[config.mk]
export PLATFORM = sky130hd
export DESIGN_NAME = reorder_bitmap_front_tracker_unit
export DESIGN_NICKNAME = d
export VERILOG_FILES = /design/src/sv/rbft_pkg.sv /design/src/sv/rbft_front.sv /design/src/sv/rbft_fifo.sv /design/src/sv/rbft_back.sv /design/src/sv/reorder_bitmap_front_tracker_unit.sv
export SDC_FILE = /design/constraint.sdc
export NUM_CORES = 2
export LEC_CHECK = 0
export BUFFER_PORTS_ARGS = -buffer_cell sky130_fd_sc_hd__buf_2
export CELL_PAD_IN_SITES_DETAIL_PLACEMENT = 0
export CELL_PAD_IN_SITES_GLOBAL_PLACEMENT = 2
export CORE_UTILIZATION = 48
export DETAILED_ROUTE_END_ITERATION = 10
export PLACE_DENSITY_LB_ADDON = 0.1
export REMOVE_ABC_BUFFERS = 1
export SYNTH_ARGS = -nofsm -noshare
export SYNTH_HDL_FRONTEND = slang
export SYNTH_HIERARCHICAL = 1
export SYNTH_SLANG_ARGS = --single-unit
[constraint.sdc]
create_clock -name clock -period 9.71 [get_ports clock]
set_clock_uncertainty 0.15 [all_clocks]
set_input_delay 1.942 -clock clock [delete_from_list [all_inputs] [get_ports clock]]
set_output_delay 1.942 -clock clock [all_outputs]
set_load 0.02 [all_outputs]
[src/sv/rbft_pkg.sv]
`default_nettype none
package rbft_pkg;

   // Slot space and bitmap geometry
   localparam int unsigned MAX_SLOTS  = 1024;
   localparam int unsigned SLOT_W     = $clog2(MAX_SLOTS);
   localparam int unsigned COUNT_W    = SLOT_W + 1;
   localparam int unsigned WORD_W     = 32;
   localparam int unsigned BIT_W      = $clog2(WORD_W);
   localparam int unsigned ROWS       = MAX_SLOTS / WORD_W;
   localparam int unsigned ROW_W      = SLOT_W - BIT_W;
   localparam int unsigned SCAN_W     = BIT_W + 1;

   // Field widths
   localparam int unsigned OFFSET_W   = 32;
   localparam int unsigned SIZE_W     = 14;
   localparam int unsigned TOTAL_W    = 11;

   // Division by the segment size through a rounded-up reciprocal.
   // Offsets below OFFSET_LIMIT fit NUM_W bits and divide exactly.
   localparam int unsigned SEGMENT_BYTES = 14324;
   localparam longint unsigned OFFSET_LIMIT = longint'(MAX_SLOTS) * SEGMENT_BYTES;
   localparam int unsigned NUM_W       = $clog2(OFFSET_LIMIT);
   localparam int unsigned RECIP_SHIFT = 38;
   localparam longint unsigned RECIP_MULT =
      ((longint'(1) << RECIP_SHIFT) + SEGMENT_BYTES - 1) / SEGMENT_BYTES;
   localparam int unsigned RECIP_W     = $clog2(RECIP_MULT + 1);
   localparam int unsigned PROD_W      = NUM_W + RECIP_W;

   // Queue between the front and back parts
   localparam int unsigned FIFO_DEPTH = 4;
   localparam int unsigned FIFO_PTR_W = $clog2(FIFO_DEPTH);
   localparam int unsigned FIFO_CNT_W = FIFO_PTR_W + 1;

   // One classified segment, handed from front to back
   typedef struct packed {
      logic [OFFSET_W-1:0] ack;
      logic [SLOT_W-1:0]   quot;
      logic                over;   // offset lies past the last possible slot
   } item_type;

endpackage
`default_nettype wire

[src/sv/rbft_front.sv]
`default_nettype none
module rbft_front (
   input  wire logic                          clock,
   input  wire logic                          reset,
   input  wire logic                          start,
   output logic                               busy,
   input  wire logic [rbft_pkg::OFFSET_W-1:0] byte_offset,
   input  wire logic [rbft_pkg::SIZE_W-1:0]   payload_size,
   output logic                               push,
   output rbft_pkg::item_type                 push_item,
   input  wire logic                          fifo_full
);

   logic                             stage_valid_ff, stage_valid_in;
   logic [rbft_pkg::PROD_W-1:0]      prod_ff;
   logic [rbft_pkg::OFFSET_W-1:0]    ack_ff;
   logic                             over_ff;
   logic                             accept;

   assign busy   = stage_valid_ff & fifo_full;
   assign accept = start & ~busy;
   assign push   = stage_valid_ff & ~fifo_full;

   assign stage_valid_in = accept | (stage_valid_ff & ~push);

   always_ff @(posedge clock) begin
      if (reset) begin
         stage_valid_ff <= 1'b0;
      end else begin
         stage_valid_ff <= stage_valid_in;
      end
   end

   // Multiply by the reciprocal; exact for any offset below the limit.
   always_ff @(posedge clock) begin
      if (accept) begin
         prod_ff <= rbft_pkg::PROD_W'(byte_offset[rbft_pkg::NUM_W-1:0])
                  * rbft_pkg::PROD_W'(rbft_pkg::RECIP_MULT);
         ack_ff  <= byte_offset + rbft_pkg::OFFSET_W'(payload_size);
         over_ff <= byte_offset >= rbft_pkg::OFFSET_W'(rbft_pkg::OFFSET_LIMIT);
      end
   end

   assign push_item.ack  = ack_ff;
   assign push_item.quot = prod_ff[rbft_pkg::RECIP_SHIFT +: rbft_pkg::SLOT_W];
   assign push_item.over = over_ff;

endmodule
`default_nettype wire

[src/sv/rbft_fifo.sv]
`default_nettype none
module rbft_fifo (
   input  wire logic         clock,
   input  wire logic         reset,
   input  wire logic         push,
   input  wire rbft_pkg::item_type push_item,
   output logic              full,
   input  wire logic         pop,
   output rbft_pkg::item_type pop_item,
   output logic              empty
);

   rbft_pkg::item_type                  entry_ff [rbft_pkg::FIFO_DEPTH];
   logic [rbft_pkg::FIFO_PTR_W-1:0]     wr_ptr_ff, wr_ptr_in;
   logic [rbft_pkg::FIFO_PTR_W-1:0]     rd_ptr_ff, rd_ptr_in;
   logic [rbft_pkg::FIFO_CNT_W-1:0]     count_ff, count_in;
   logic                                do_push, do_pop;

   assign full     = count_ff == rbft_pkg::FIFO_CNT_W'(rbft_pkg::FIFO_DEPTH);
   assign empty    = count_ff == '0;
   assign do_push  = push & ~full;
   assign do_pop   = pop & ~empty;
   assign pop_item = entry_ff[rd_ptr_ff];

   assign wr_ptr_in = do_push ? wr_ptr_ff + 1'b1 : wr_ptr_ff;
   assign rd_ptr_in = do_pop  ? rd_ptr_ff + 1'b1 : rd_ptr_ff;

   always_comb begin
      count_in = count_ff;
      if (do_push & ~do_pop) begin
         count_in = count_ff + 1'b1;
      end else if (do_pop & ~do_push) begin
         count_in = count_ff - 1'b1;
      end
   end

   always_ff @(posedge clock) begin
      if (reset) begin
         wr_ptr_ff <= '0;
         rd_ptr_ff <= '0;
         count_ff  <= '0;
      end else begin
         wr_ptr_ff <= wr_ptr_in;
         rd_ptr_ff <= rd_ptr_in;
         count_ff  <= count_in;
      end
   end

   always_ff @(posedge clock) begin
      if (do_push) begin
         entry_ff[wr_ptr_ff] <= push_item;
      end
   end

endmodule
`default_nettype wire

[src/sv/rbft_back.sv]
`default_nettype none
module rbft_back (
   input  wire logic                          clock,
   input  wire logic                          reset,
   input  wire logic [rbft_pkg::COUNT_W-1:0]  eff_total,
   input  wire logic                          fifo_empty,
   input  wire rbft_pkg::item_type            pop_item,
   output logic                               pop,
   output logic                               rsp_valid,
   output logic [rbft_pkg::OFFSET_W-1:0]      rsp_ack_value,
   output logic [rbft_pkg::SLOT_W-1:0]        rsp_slot_index,
   output logic                               rsp_newly_received,
   output logic                               rsp_out_of_range,
   output logic [rbft_pkg::COUNT_W-1:0]       rsp_inorder_count,
   output logic                               rsp_transfer_complete
);

   localparam logic [1:0] S_IDLE  = 2'd0;
   localparam logic [1:0] S_MARK  = 2'd1;
   localparam logic [1:0] S_SREAD = 2'd2;
   localparam logic [1:0] S_SCAN  = 2'd3;

   logic [1:0]                        state_ff, state_in;

   // Current item
   logic [rbft_pkg::OFFSET_W-1:0]     ack_ff;
   logic [rbft_pkg::SLOT_W-1:0]       quot_ff;
   logic                              over_ff, oor_ff, fresh_ff, fresh_in;
   logic [rbft_pkg::COUNT_W-1:0]      front_ff, front_in;

   // Bitmap: rows of words, each row cleared until first written
   logic [rbft_pkg::WORD_W-1:0]       map_mem [rbft_pkg::ROWS];
   logic [rbft_pkg::ROWS-1:0]         row_valid_ff;
   logic [rbft_pkg::WORD_W-1:0]       rd_word_ff;
   logic                              rd_row_valid_ff;
   logic [rbft_pkg::ROW_W-1:0]        rd_row;
   logic                              wr_en;
   logic [rbft_pkg::WORD_W-1:0]       word;

   // Front scan
   logic [rbft_pkg::WORD_W:0]         ext_word, inv_word, low_zero;
   logic [rbft_pkg::SCAN_W-1:0]       ones_run;
   logic [rbft_pkg::COUNT_W-1:0]      cand;
   logic                              ran_off, scan_done;

   // Response registers
   logic                              rsp_valid_ff;
   logic [rbft_pkg::OFFSET_W-1:0]     rsp_ack_ff;
   logic [rbft_pkg::SLOT_W-1:0]       rsp_slot_ff;
   logic                              rsp_new_ff, rsp_oor_ff, rsp_done_ff;
   logic [rbft_pkg::COUNT_W-1:0]      rsp_count_ff;

   assign pop  = (state_ff == S_IDLE) & ~fifo_empty;
   assign word = rd_row_valid_ff ? rd_word_ff : '0;

   // Count the received run starting at the front's bit position
   always_comb begin
      ext_word = {1'b0, word} >> front_ff[rbft_pkg::BIT_W-1:0];
      inv_word = ~ext_word;
      low_zero = inv_word & (~inv_word + 1'b1);
      ones_run = '0;
      for (int i = 0; i <= rbft_pkg::WORD_W; i++) begin
         if (low_zero[i]) begin
            ones_run = ones_run | rbft_pkg::SCAN_W'(i);
         end
      end
   end

   assign cand    = front_ff + rbft_pkg::COUNT_W'(ones_run);
   assign ran_off = (ones_run != '0) && (cand[rbft_pkg::BIT_W-1:0] == '0);

   always_comb begin
      state_in  = state_ff;
      front_in  = front_ff;
      fresh_in  = fresh_ff;
      rd_row    = front_ff[rbft_pkg::SLOT_W-1:rbft_pkg::BIT_W];
      wr_en     = 1'b0;
      scan_done = 1'b0;
      unique case (state_ff)
         S_IDLE: begin
            rd_row = pop_item.quot[rbft_pkg::SLOT_W-1:rbft_pkg::BIT_W];
            if (pop) begin
               state_in = S_MARK;
            end
         end
         S_MARK: begin
            fresh_in = ~oor_ff & ~word[quot_ff[rbft_pkg::BIT_W-1:0]];
            wr_en    = fresh_in;
            state_in = S_SREAD;
         end
         S_SREAD: begin
            state_in = S_SCAN;
         end
         S_SCAN: begin
            rd_row = front_ff[rbft_pkg::SLOT_W-1:rbft_pkg::BIT_W] + 1'b1;
            if (front_ff >= eff_total) begin
               scan_done = 1'b1;
            end else if (cand >= eff_total) begin
               front_in  = eff_total;
               scan_done = 1'b1;
            end else begin
               front_in  = cand;
               scan_done = ~ran_off;
            end
            if (scan_done) begin
               state_in = S_IDLE;
            end
         end
         default: begin
            state_in = S_IDLE;
         end
      endcase
   end

   always_ff @(posedge clock) begin
      if (reset) begin
         state_ff     <= S_IDLE;
         front_ff     <= '0;
         row_valid_ff <= '0;
         rsp_valid_ff <= 1'b0;
      end else begin
         state_ff     <= state_in;
         front_ff     <= front_in;
         rsp_valid_ff <= scan_done;
         if (wr_en) begin
            row_valid_ff[quot_ff[rbft_pkg::SLOT_W-1:rbft_pkg::BIT_W]] <= 1'b1;
         end
      end
   end

   always_ff @(posedge clock) begin
      if (wr_en) begin
         map_mem[quot_ff[rbft_pkg::SLOT_W-1:rbft_pkg::BIT_W]] <=
            word | (rbft_pkg::WORD_W'(1) << quot_ff[rbft_pkg::BIT_W-1:0]);
      end
      rd_word_ff      <= map_mem[rd_row];
      rd_row_valid_ff <= row_valid_ff[rd_row];
   end

   always_ff @(posedge clock) begin
      fresh_ff <= fresh_in;
      if (pop) begin
         ack_ff  <= pop_item.ack;
         quot_ff <= pop_item.quot;
         over_ff <= pop_item.over;
         oor_ff  <= pop_item.over | ({1'b0, pop_item.quot} >= eff_total);
      end
      if (scan_done) begin
         rsp_ack_ff   <= ack_ff;
         rsp_slot_ff  <= over_ff ? rbft_pkg::SLOT_W'(rbft_pkg::MAX_SLOTS - 1) : quot_ff;
         rsp_new_ff   <= fresh_ff;
         rsp_oor_ff   <= oor_ff;
         rsp_count_ff <= front_in;
         rsp_done_ff  <= front_in >= eff_total;
      end
   end

   assign rsp_valid             = rsp_valid_ff;
   assign rsp_ack_value         = rsp_ack_ff;
   assign rsp_slot_index        = rsp_slot_ff;
   assign rsp_newly_received    = rsp_new_ff;
   assign rsp_out_of_range      = rsp_oor_ff;
   assign rsp_inorder_count     = rsp_count_ff;
   assign rsp_transfer_complete = rsp_done_ff;

endmodule
`default_nettype wire

[src/sv/reorder_bitmap_front_tracker_unit.sv]
// Channel     | Handshake                 | Payload
// ------------+---------------------------+-----------------------------------------
// request     | start / busy              | req_byte_offset, req_payload_size
// response    | rsp_valid (one-cycle)     | rsp_ack_value, rsp_slot_index,
//             |                           | rsp_newly_received, rsp_out_of_range,
//             |                           | rsp_inorder_count, rsp_transfer_complete
// csr         | csr_valid / csr_ready     | csr_data (total segment count)
//
// A request passes the front stage register, the queue and then the back part's bitmap
// walk (read, mark, re-read, scan), which repeats the scan once per extra bitmap word the
// front passes over; the back part takes no new transaction until its walk is done.
// The front part takes a transaction every cycle until the four-entry queue
// fills, then raises busy. Synchronous reset clears the front, the queue and the
// bitmap row-valid bits and sets the total to 1024. Responses cannot be stalled.
`default_nettype none
module reorder_bitmap_front_tracker_unit (
   input  wire logic                           clock,
   input  wire logic                           reset,
   input  wire logic                           start,
   output logic                                busy,
   input  wire logic [rbft_pkg::OFFSET_W-1:0]  req_byte_offset,
   input  wire logic [rbft_pkg::SIZE_W-1:0]    req_payload_size,
   output logic                                rsp_valid,
   output logic [rbft_pkg::OFFSET_W-1:0]       rsp_ack_value,
   output logic [rbft_pkg::SLOT_W-1:0]         rsp_slot_index,
   output logic                                rsp_newly_received,
   output logic                                rsp_out_of_range,
   output logic [rbft_pkg::COUNT_W-1:0]        rsp_inorder_count,
   output logic                                rsp_transfer_complete,
   input  wire logic                           csr_valid,
   output logic                                csr_ready,
   input  wire logic [rbft_pkg::TOTAL_W-1:0]   csr_data
);

   logic [rbft_pkg::TOTAL_W-1:0]  total_ff;
   logic [rbft_pkg::COUNT_W-1:0]  eff_total;

   logic                          push, fifo_full, fifo_empty, pop;
   rbft_pkg::item_type            push_item, pop_item;

   // The CSR write is always accepted
   assign csr_ready = 1'b1;

   always_ff @(posedge clock) begin
      if (reset) begin
         total_ff <= rbft_pkg::TOTAL_W'(rbft_pkg::MAX_SLOTS);
      end else if (csr_valid & csr_ready) begin
         total_ff <= csr_data;
      end
   end

   // Clamp the programmed total to the bitmap size
   assign eff_total = (rbft_pkg::COUNT_W'(total_ff) > rbft_pkg::COUNT_W'(rbft_pkg::MAX_SLOTS))
                    ? rbft_pkg::COUNT_W'(rbft_pkg::MAX_SLOTS)
                    : rbft_pkg::COUNT_W'(total_ff);

   // Front: accept, compute ack and slot quotient, classify offsets past the end
   rbft_front u_front (
      .clock        (clock),
      .reset        (reset),
      .start        (start),
      .busy         (busy),
      .byte_offset  (req_byte_offset),
      .payload_size (req_payload_size),
      .push         (push),
      .push_item    (push_item),
      .fifo_full    (fifo_full)
   );

   // Queue: decouple the arrival pace from the bitmap walk
   rbft_fifo u_fifo (
      .clock     (clock),
      .reset     (reset),
      .push      (push),
      .push_item (push_item),
      .full      (fifo_full),
      .pop       (pop),
      .pop_item  (pop_item),
      .empty     (fifo_empty)
   );

   // Back: mark the slot, advance the in-order front, drive the response
   rbft_back u_back (
      .clock                 (clock),
      .reset                 (reset),
      .eff_total             (eff_total),
      .fifo_empty            (fifo_empty),
      .pop_item              (pop_item),
      .pop                   (pop),
      .rsp_valid             (rsp_valid),
      .rsp_ack_value         (rsp_ack_value),
      .rsp_slot_index        (rsp_slot_index),
      .rsp_newly_received    (rsp_newly_received),
      .rsp_out_of_range      (rsp_out_of_range),
      .rsp_inorder_count     (rsp_inorder_count),
      .rsp_transfer_complete (rsp_transfer_complete)
   );

endmodule
`default_nettype wire

# --- Word-level counts from Yosys, hierarchy flattened ---
# Memory sizes are Yosys's and may differ from the RTL's. A register that Yosys moved wholly into a read port is not among the register bits.
# Cells that the tools add are included.
classes:
  bitwise_logic: 26
  n_addsub: 8
  reduce_logical: 10
  order_cmp: 10
  n_eq_ne: 6
  mul: 1
  mux: 72
  shifts: 2
op_table:
  columns: ["cell", "n"]
  rows:
  - ["11-bit 2-to-1 mux", 9]
  - ["32-bit 2-to-1 mux", 3]
  - ["5-bit 2-to-1 mux", 16]
  - ["33-bit NOT", 2]
  - ["32-bit bitwise OR", 2]
  - ["24-bit by 25-bit multiplier with 48-bit output (second input constant)", 1]
  - ["33-bit by 1-bit adder with 33-bit output (second input constant)", 1]
  - ["33-bit bitwise AND", 1]
  - ["11-bit >= comparator", 3]
  - ["32-bit by 5-bit >> shifter with 33-bit output", 1]
  - ["32-bit by 14-bit adder with 32-bit output", 1]
  - ["32-bit by 24-bit >= comparator with 1-bit output (second input constant)", 1]
  - ["4-bit 2-to-1 mux", 8]
  - ["1-bit by 5-bit << shifter with 32-bit output (first input constant)", 1]
  - ["3-bit 2-to-1 mux", 7]
  - ["5-bit by 6-bit < comparator with 1-bit output (second input constant)", 3]
  - ["2-bit 2-to-1 mux", 8]
  - ["1-bit 2-to-1 mux", 15]
  - ["11-bit by 6-bit adder with 11-bit output", 1]
  - ["10-bit by 11-bit >= comparator with 1-bit output", 1]
  - ["11-bit greater-than comparator (second input constant)", 1]
  - ["1-bit bitwise AND", 10]
  - ["1-bit binary-select mux with 5-bit select", 2]
  - ["5-bit one-hot mux with 2 select lines", 1]
  - ["other kinds (22)", 36]
totals:
  elab_cells: 161
  mem_bits_rw: 1196
  mem_count: 2
  reg_bits: 248
  inputBits: 61
  output_inout_bits: 59
mem_list:
  columns: ["name", "depth", "width", "rd", "rd_clocked_by_memory_dff", "wr", "line", "source"]
  rows:
  - ["u_back.map_mem", 32, 32, 1, 1, 1, "rbft_back.sv:32", "logic [rbft_pkg::WORD_W-1:0] map_mem [rbft_pkg::ROWS];"]
  - ["u_fifo.entry_ff", 4, 43, 1, 1, 1, "rbft_fifo.sv:13", "rbft_pkg::item_type entry_ff [rbft_pkg::FIFO_DEPTH];"]

# --- Depth between registers and ports, before layout ---
depth:
  ltp_word: 50
  ltp_mapped: 41
  depth_no_buf: 36

# --- Cells and area by module ---
# Netlist, hierarchy kept.
modules_own_cells:
  columns: ["mod", "cells_per_inst", "seq_area_each_um2", "instances", "area_per_inst_um2"]
  rows:
  - ["rbft_back", 2872, 35363.9, 1, 49648.9]
  - ["rbft_front", 1002, 1311.3, 1, 10098.4]
  - ["rbft_fifo", 273, 5345.1, 1, 6718.9]
  - ["reorder_bitmap_front_tracker_unit", 49, 220.2, 1, 471.7]

# --- Worst setup path after synthesis ---
# No wires, ideal clock.
synth_timing:
  kind: "flip-flop to flip-flop"
  from: "reg u_back/front_ff[0] (netlist bit)"
  to: "reg u_back.rsp_ack_ff (netlist bit u_back/rsp_ack_value[0]) (enable)"
  required_ps: 9090
  path_buffers: 5
  stages_incl_launch_ff: 31
  arrival_ps: 7925
  synth_period_minus_slack_ps: 8545
  setup_time_ps: 470
  path_slack_ps: 1165
  path_cell_list: "dfxtp_1 > buf_6 > buf_8 > buf_6 > mux2i_1 > o22ai_1 > a221oi_2 > a31oi_1 > a21oi_1 > nor3_2 > and3_1 > o2bb2ai_1 > or3_1 > fa_1 > a21o_1 > a21oi_1 > o21bai_1 > a21o_1 > nand3_1 > xnor2_1 > ha_1 > o21a_1 > o21ai_0 > nand2b_1 > a21oi_1 > nor2_1 > o41a_1 > clkbuf_1 > clkbuf_1 > a211oi_1 > nor2_1"
synth_via:
  elab_chain_cells: 47
  word_cells_on_any_way: 50
  classes_between: "add/sub: 2; order compare: 2; shift: 1; mux: 38; bitwise: 4; reduce/logical: 3"
synth_lines:
  columns: ["item", "line", "source"]
  rows:
  - ["start, declared", "rbft_back.sv:29", "logic [rbft_pkg::COUNT_W-1:0] front_ff, front_in;"]
  - ["start signal, assigned", "rbft_back.sv:123", "front_ff <= front_in;"]
  - ["parallel branches: the longest is 44 deep, another holds 33-bit by 1-bit adder with 33-bit output", null, null]
  - ["1-bit 2-to-1 mux *", "rbft_back.sv:96", "if (front_ff >= eff_total) begin"]
  - ["1-bit 2-to-1 mux * (2 in a row)", "rbft_back.sv:79", "unique case (state_ff)"]
  - ["via u_back.scan_done", "rbft_back.sv:44", "logic ran_off, scan_done;"]
  - ["end signal, assigned", "rbft_back.sv:149", "rsp_ack_ff <= ack_ff;"]
  - ["end, declared", "rbft_back.sv:48", "logic [rbft_pkg::OFFSET_W-1:0] rsp_ack_ff;"]
# Mark *: on every way through the listed nets, which the timed path passes. The select of a mux whose other input is x is not followed.
# A chain may end at the register's enable or synchronous reset.

# --- Final worst setup path ---
layout_timing:
  from: "reg u_back.rd_row_valid_ff"
  to: "reg u_back.rsp_done_ff, in the netlist u_back/rsp_transfer_complete, data pin"
layout_via:
  elab_chain_cells: 47
layout_lines:
  columns: ["item", "line", "source"]
  rows:
  - ["start, declared", "rbft_back.sv:35", "logic rd_row_valid_ff;"]
  - ["start signal, assigned", "rbft_back.sv:137", "rd_row_valid_ff <= row_valid_ff[rd_row];"]
  - ["32-bit 2-to-1 mux *", "rbft_back.sv:54", "assign word = rd_row_valid_ff ? rd_word_ff : '0;"]
  - ["32-bit by 5-bit >> shifter with 33-bit output *", "rbft_back.sv:58", "ext_word = {1'b0, word} >> front_ff[rbft_pkg::BIT_W-1:0];"]
  - ["33-bit NOT *", "rbft_back.sv:59", "inv_word = ~ext_word;"]
  - ["33-bit NOT", "rbft_back.sv:60", "low_zero = inv_word & (~inv_word + 1'b1);"]
  - ["33-bit by 1-bit adder with 33-bit output", "rbft_back.sv:60", null]
  - ["33-bit bitwise AND *", "rbft_back.sv:60", null]
  - ["1-bit 2-to-1 mux", "rbft_back.sv:63", "if (low_zero[i]) begin"]
  - ["2-bit 2-to-1 mux (2 in a row)", "rbft_back.sv:63", null]
  - ["[... 29 more ...]", null, null]
  - ["11-bit by 6-bit adder with 11-bit output *", "rbft_back.sv:69", "assign cand = front_ff + rbft_pkg::COUNT_W'(ones_run);"]
  - ["11-bit >= comparator", "rbft_back.sv:98", "end else if (cand >= eff_total) begin"]
  - ["11-bit 2-to-1 mux *", "rbft_back.sv:98", null]
  - ["11-bit 2-to-1 mux *", "rbft_back.sv:96", null]
  - ["11-bit 2-to-1 mux *", "rbft_back.sv:79", null]
  - ["11-bit 2-to-1 mux *", "rbft_back.sv:96", null]
  - ["11-bit 2-to-1 mux * (2 in a row)", "rbft_back.sv:79", null]
  - ["11-bit >= comparator *", "rbft_back.sv:154", "rsp_done_ff <= front_in >= eff_total;"]
  - ["end signal, assigned", "rbft_back.sv:154", null]
  - ["end, declared", "rbft_back.sv:50", "logic rsp_new_ff, rsp_oor_ff, rsp_done_ff;"]
# Every way passes the cells marked *; elsewhere a longest branch is shown, timed or not. The select of a mux whose other input is x is not followed.

==> run metrics <==
Sequential Power Share 0.360; # setup viols final 0; FILL cells 11200; vias in the first global route 37200; fin crit share 0.910; Tot Pwr 22300 uW; Worst Reg-to-Reg Cells 33; Max Cap Viol 0; Buf/Inv on CP 1; final net count 4880; Worst Path Max Fanout 40; most used cell along the critical path a21oi_1; post-synth top area cell edfxtp_1; synth-to-layout area growth 11.8%; Rows 136; Pre-antenna DRT Iters 6; DRC violation count after routing 0; Cell Area, Synth 0.0669 mm^2; Hold Buf Count CTS 0; CTS tree done; fmax 0.113 GHz; ANT nets after route 0; warning count from the yosys run 6; Synth area leaders edfxtp_1, mux4_2, ha_1, fa_1, dfxtp_1; FF-to-FF End u_back/rsp_transfer_complete$_DFFE_PP_; Post-synth ARST share 0; die area 0.141 mm^2; Worst setup SP type flop; 1st-iter DRT viols 3422; largest net degree at the start of global routing 110; Synth Register Bits 1440; worst slew pin tran 1.30 ns; Clock Tree Root clkbuf_16; Starting Density 0.486; final RePlAce weighted congestion 0.853; first-pass GRT wire length 255 mm; logic gate share of total power 0.390; DR vias 37400; most frequent cell after synthesis edfxtp_1; Hold Crit Endpoint u_back/rsp_ack_value[30]$_DFFE_PP_; EDFF count, synth 1340; worst hold margin 0.265 ns; Max-Slew Margin vs Limit 0.135; share of the synthesized area in the top cell type 0.601; multi-input combinational cell area 0.0231 mm^2; IO Pins 120; Post-synth top cells edfxtp_1, nand2_1, ha_1; GRT Total Usage 0.250; clock sinks 1440; DIE WIDTH 375 um; PortBufs 118; r2r setup slk 0.87 ns; post-CTS setup buffers 0; critical path class reg -> reg; status finished clean; Final min period 8.84 ns; final count of hold timing violations 0; RSZ-0062 raised after global routing false; clk_lat worst skew 0.78 ns; register area share after synthesis 0.631; Synth Area per Inst 16.0 um^2; Max Root-Sink Buffers 3; Setup TNS Final 0 ns; Post-DP HPWL 103 mm; slowest stage delay, CP 0.59 ns; Mapped Cells 4196; Final Slew Violations 0; Core Area 0.138 mm^2; cell family with most CP delay compound AO/OA/AOI/OAI gates; WL/cell 27.7 um; pwr/cell area 298 mW/mm^2; worst path arrival time 9.20 ns; Yosys cell types 103; initial antenna violation count 4; Remaining Overflow, GRT 0; Pleak 0.0266 uW; share of layout cells above drive strength 1 0.193; peak supply drop 0.303 mV; WP data required 10.07 ns; Hold Crit Start u_back/ack_ff[30]$_DFFE_PP_; Worst Setup End Kind flop; P_sw 8060 uW; chip height 375 um; Critical R2R Launch u_back/rd_row_valid_ff$_DFF_P_; main flop type after synthesis edfxtp_1; Switching Fraction 0.362; H-tree Lvls 4; vias per inst 5.95; Clock power frac 0.250; Crit-path slowest cell dfxtp_2; hold depth 0; FF/Latch Area 0.0423 mm^2; TritonCTS Buffers 152; P_int 14200 uW; Post-Route WL 174 mm; clock-pin slew on the worst setup and hold paths 0.06 ns; type of the most critical hold path reg -> reg
-- flip-flops by register name (all words and copies together) (netlist names), 32 cells and up, named ones only --
register,cells
u_front/ack_ff,32
u_back/row_valid_ff,32
u_back/rd_word_ff,32
u_back/rsp_ack_value,32
u_back/ack_ff,32
u_back/map_mem,1024
u_fifo/entry_ff,172
-- per-layer routing --
| metal | GRT usage | wire length [um] | share of wire |
|---|---|---|---|
| met5 | 0 | 19 | 0.00011 |
| met4 | 0.0618 | 3510 | 0.020 |
| met3 | 0.0328 | 9710 | 0.056 |
| met2 | 0.383 | 80600 | 0.46 |
| met1 | 0.380 | 80500 | 0.46 |
-- metrics by stage --
step / utilization / instance area (um^2) / std cells / setup WS [ns]
after floorplan: - / 66000 / 4001 / -18.66
after global placement: 0.508 / 70000 / 6007 / 0.644
after detailed placement: 0.508 / 70000 / 6007 / 0.711
after CTS: 0.543 / 74800 / 6285 / 0.666
after global routing: 0.543 / 74800 / 6285 / 0.0362
final: 0.543 / 74800 / 6286 / 0.871
-- kinds of logic (layout without fill, tap and decap cells) --
family          Yosys count  after routing  share of synthesized area
simple gates            855            855                     0.0597
fa+ha+maj               452            452                     0.0986
buf+inv                 464            759                     0.0290
compound gates          540            540                     0.0551
mux                     389            389                      0.119
other cells               1              2                  0.0000560
xor+xnor                 55             55                    0.00720
flops                  1440           1440                      0.631
-- area by class of cell --
| type | instances | area share |
|---|---|---|
| multi-input combinational | 2292 | 0.309 |
| antenna | 1 | 0.0000334 |
| sequential | 1440 | 0.565 |
| inverter | 269 | 0.0135 |
| clock inverter | 81 | 0.0105 |
| tap | 1794 | 0.0300 |
| clock buffer | 197 | 0.0539 |
| timing repair buffer | 212 | 0.0187 |
-- how the worst max path moves through the flow --
| stage | startpoint | to | slack (ns) | cells after the start |
|---|---|---|---|---|
| 2_1_floorplan | flop | u_back/rd_row_valid_ff$_DFF_P_ | -18.66 | 9 |
| 3_3_place_gp | u_back/rd_row_valid_ff$_DFF_P_ | u_back/rsp_transfer_complete$_DFFE_PP_ | 0.64 | 33 |
| 3_5_place_dp | u_back/rd_row_valid_ff$_DFF_P_ | u_back/rsp_transfer_complete$_DFFE_PP_ | 0.71 | 33 |
| 4_1_cts | u_back/rd_row_valid_ff$_DFF_P_ | u_back/rsp_transfer_complete$_DFFE_PP_ | 0.67 | 33 |
| 5_1_grt | u_back/rd_row_valid_ff$_DFF_P_ | u_back/rsp_transfer_complete$_DFFE_PP_ | 0.04 | 33 |
| 6_report | u_back/rd_row_valid_ff$_DFF_P_ | u_back/rsp_transfer_complete$_DFFE_PP_ | 0.87 | 33 |
-- cell usage in the layout, fill, tap and decap left out, types with 11 or more instances in the layout --
cell type / instances
xor2_1: 26
a22o_1: 15
nand2b_1: 20
a21o_1: 34
dfxtp_1: 95
o21ai_2: 14
o21a_1: 48
clkinv_1: 30
a211oi_1: 14
or2_2: 18
buf_4: 86
clkbuf_1: 41
o21ai_0: 128
and3_1: 13
nand4_1: 16
nor3_1: 23
a22oi_1: 15
o211ai_1: 54
mux2i_1: 55
o221ai_1: 22
ha_1: 326
nor2b_1: 30
nor2_1: 78
xnor2_1: 29
or3_1: 11
edfxtp_1: 1340
nand2_1: 430
nor2_4: 33
nand3_1: 109
clkbuf_16: 154
a21oi_1: 74
mux4_2: 322
inv_1: 268
fa_1: 126
and2_1: 13
buf_2: 118
clkinv_2: 22
o22ai_1: 20
-- power groups by stage --
stage	Sequential, uW	Clock, uW	Combinational [uW]
5_1_grt	8060	5940	9600
3_5_place_dp	8150	0	8760
2_1_floorplan	8030	0	6360
4_1_cts	8020	5700	8820
3_3_place_gp	8140	0	8760
6_report	8020	5580	8690
-- timing repair --
action,in CTS,in global routing
endpoints found under the hold margin,0,0
setup endpoints to repair,0,1
gates resized for setup,0,3
-- worst reg2reg max path: cells and delay by family, from the launching register on --
kind	cells	cell delay [ns]
AOI/OAI and AO/OA	17	3.84
and+or+nand+nor	10	2.39
adders and majority gates	3	0.74
DFF	1	0.59
buffers and inverters	1	0.45
muxes	1	0.29
xor gates and xnor gates	1	0.15
No activity file was read; power rests on OpenSTA's default activity.
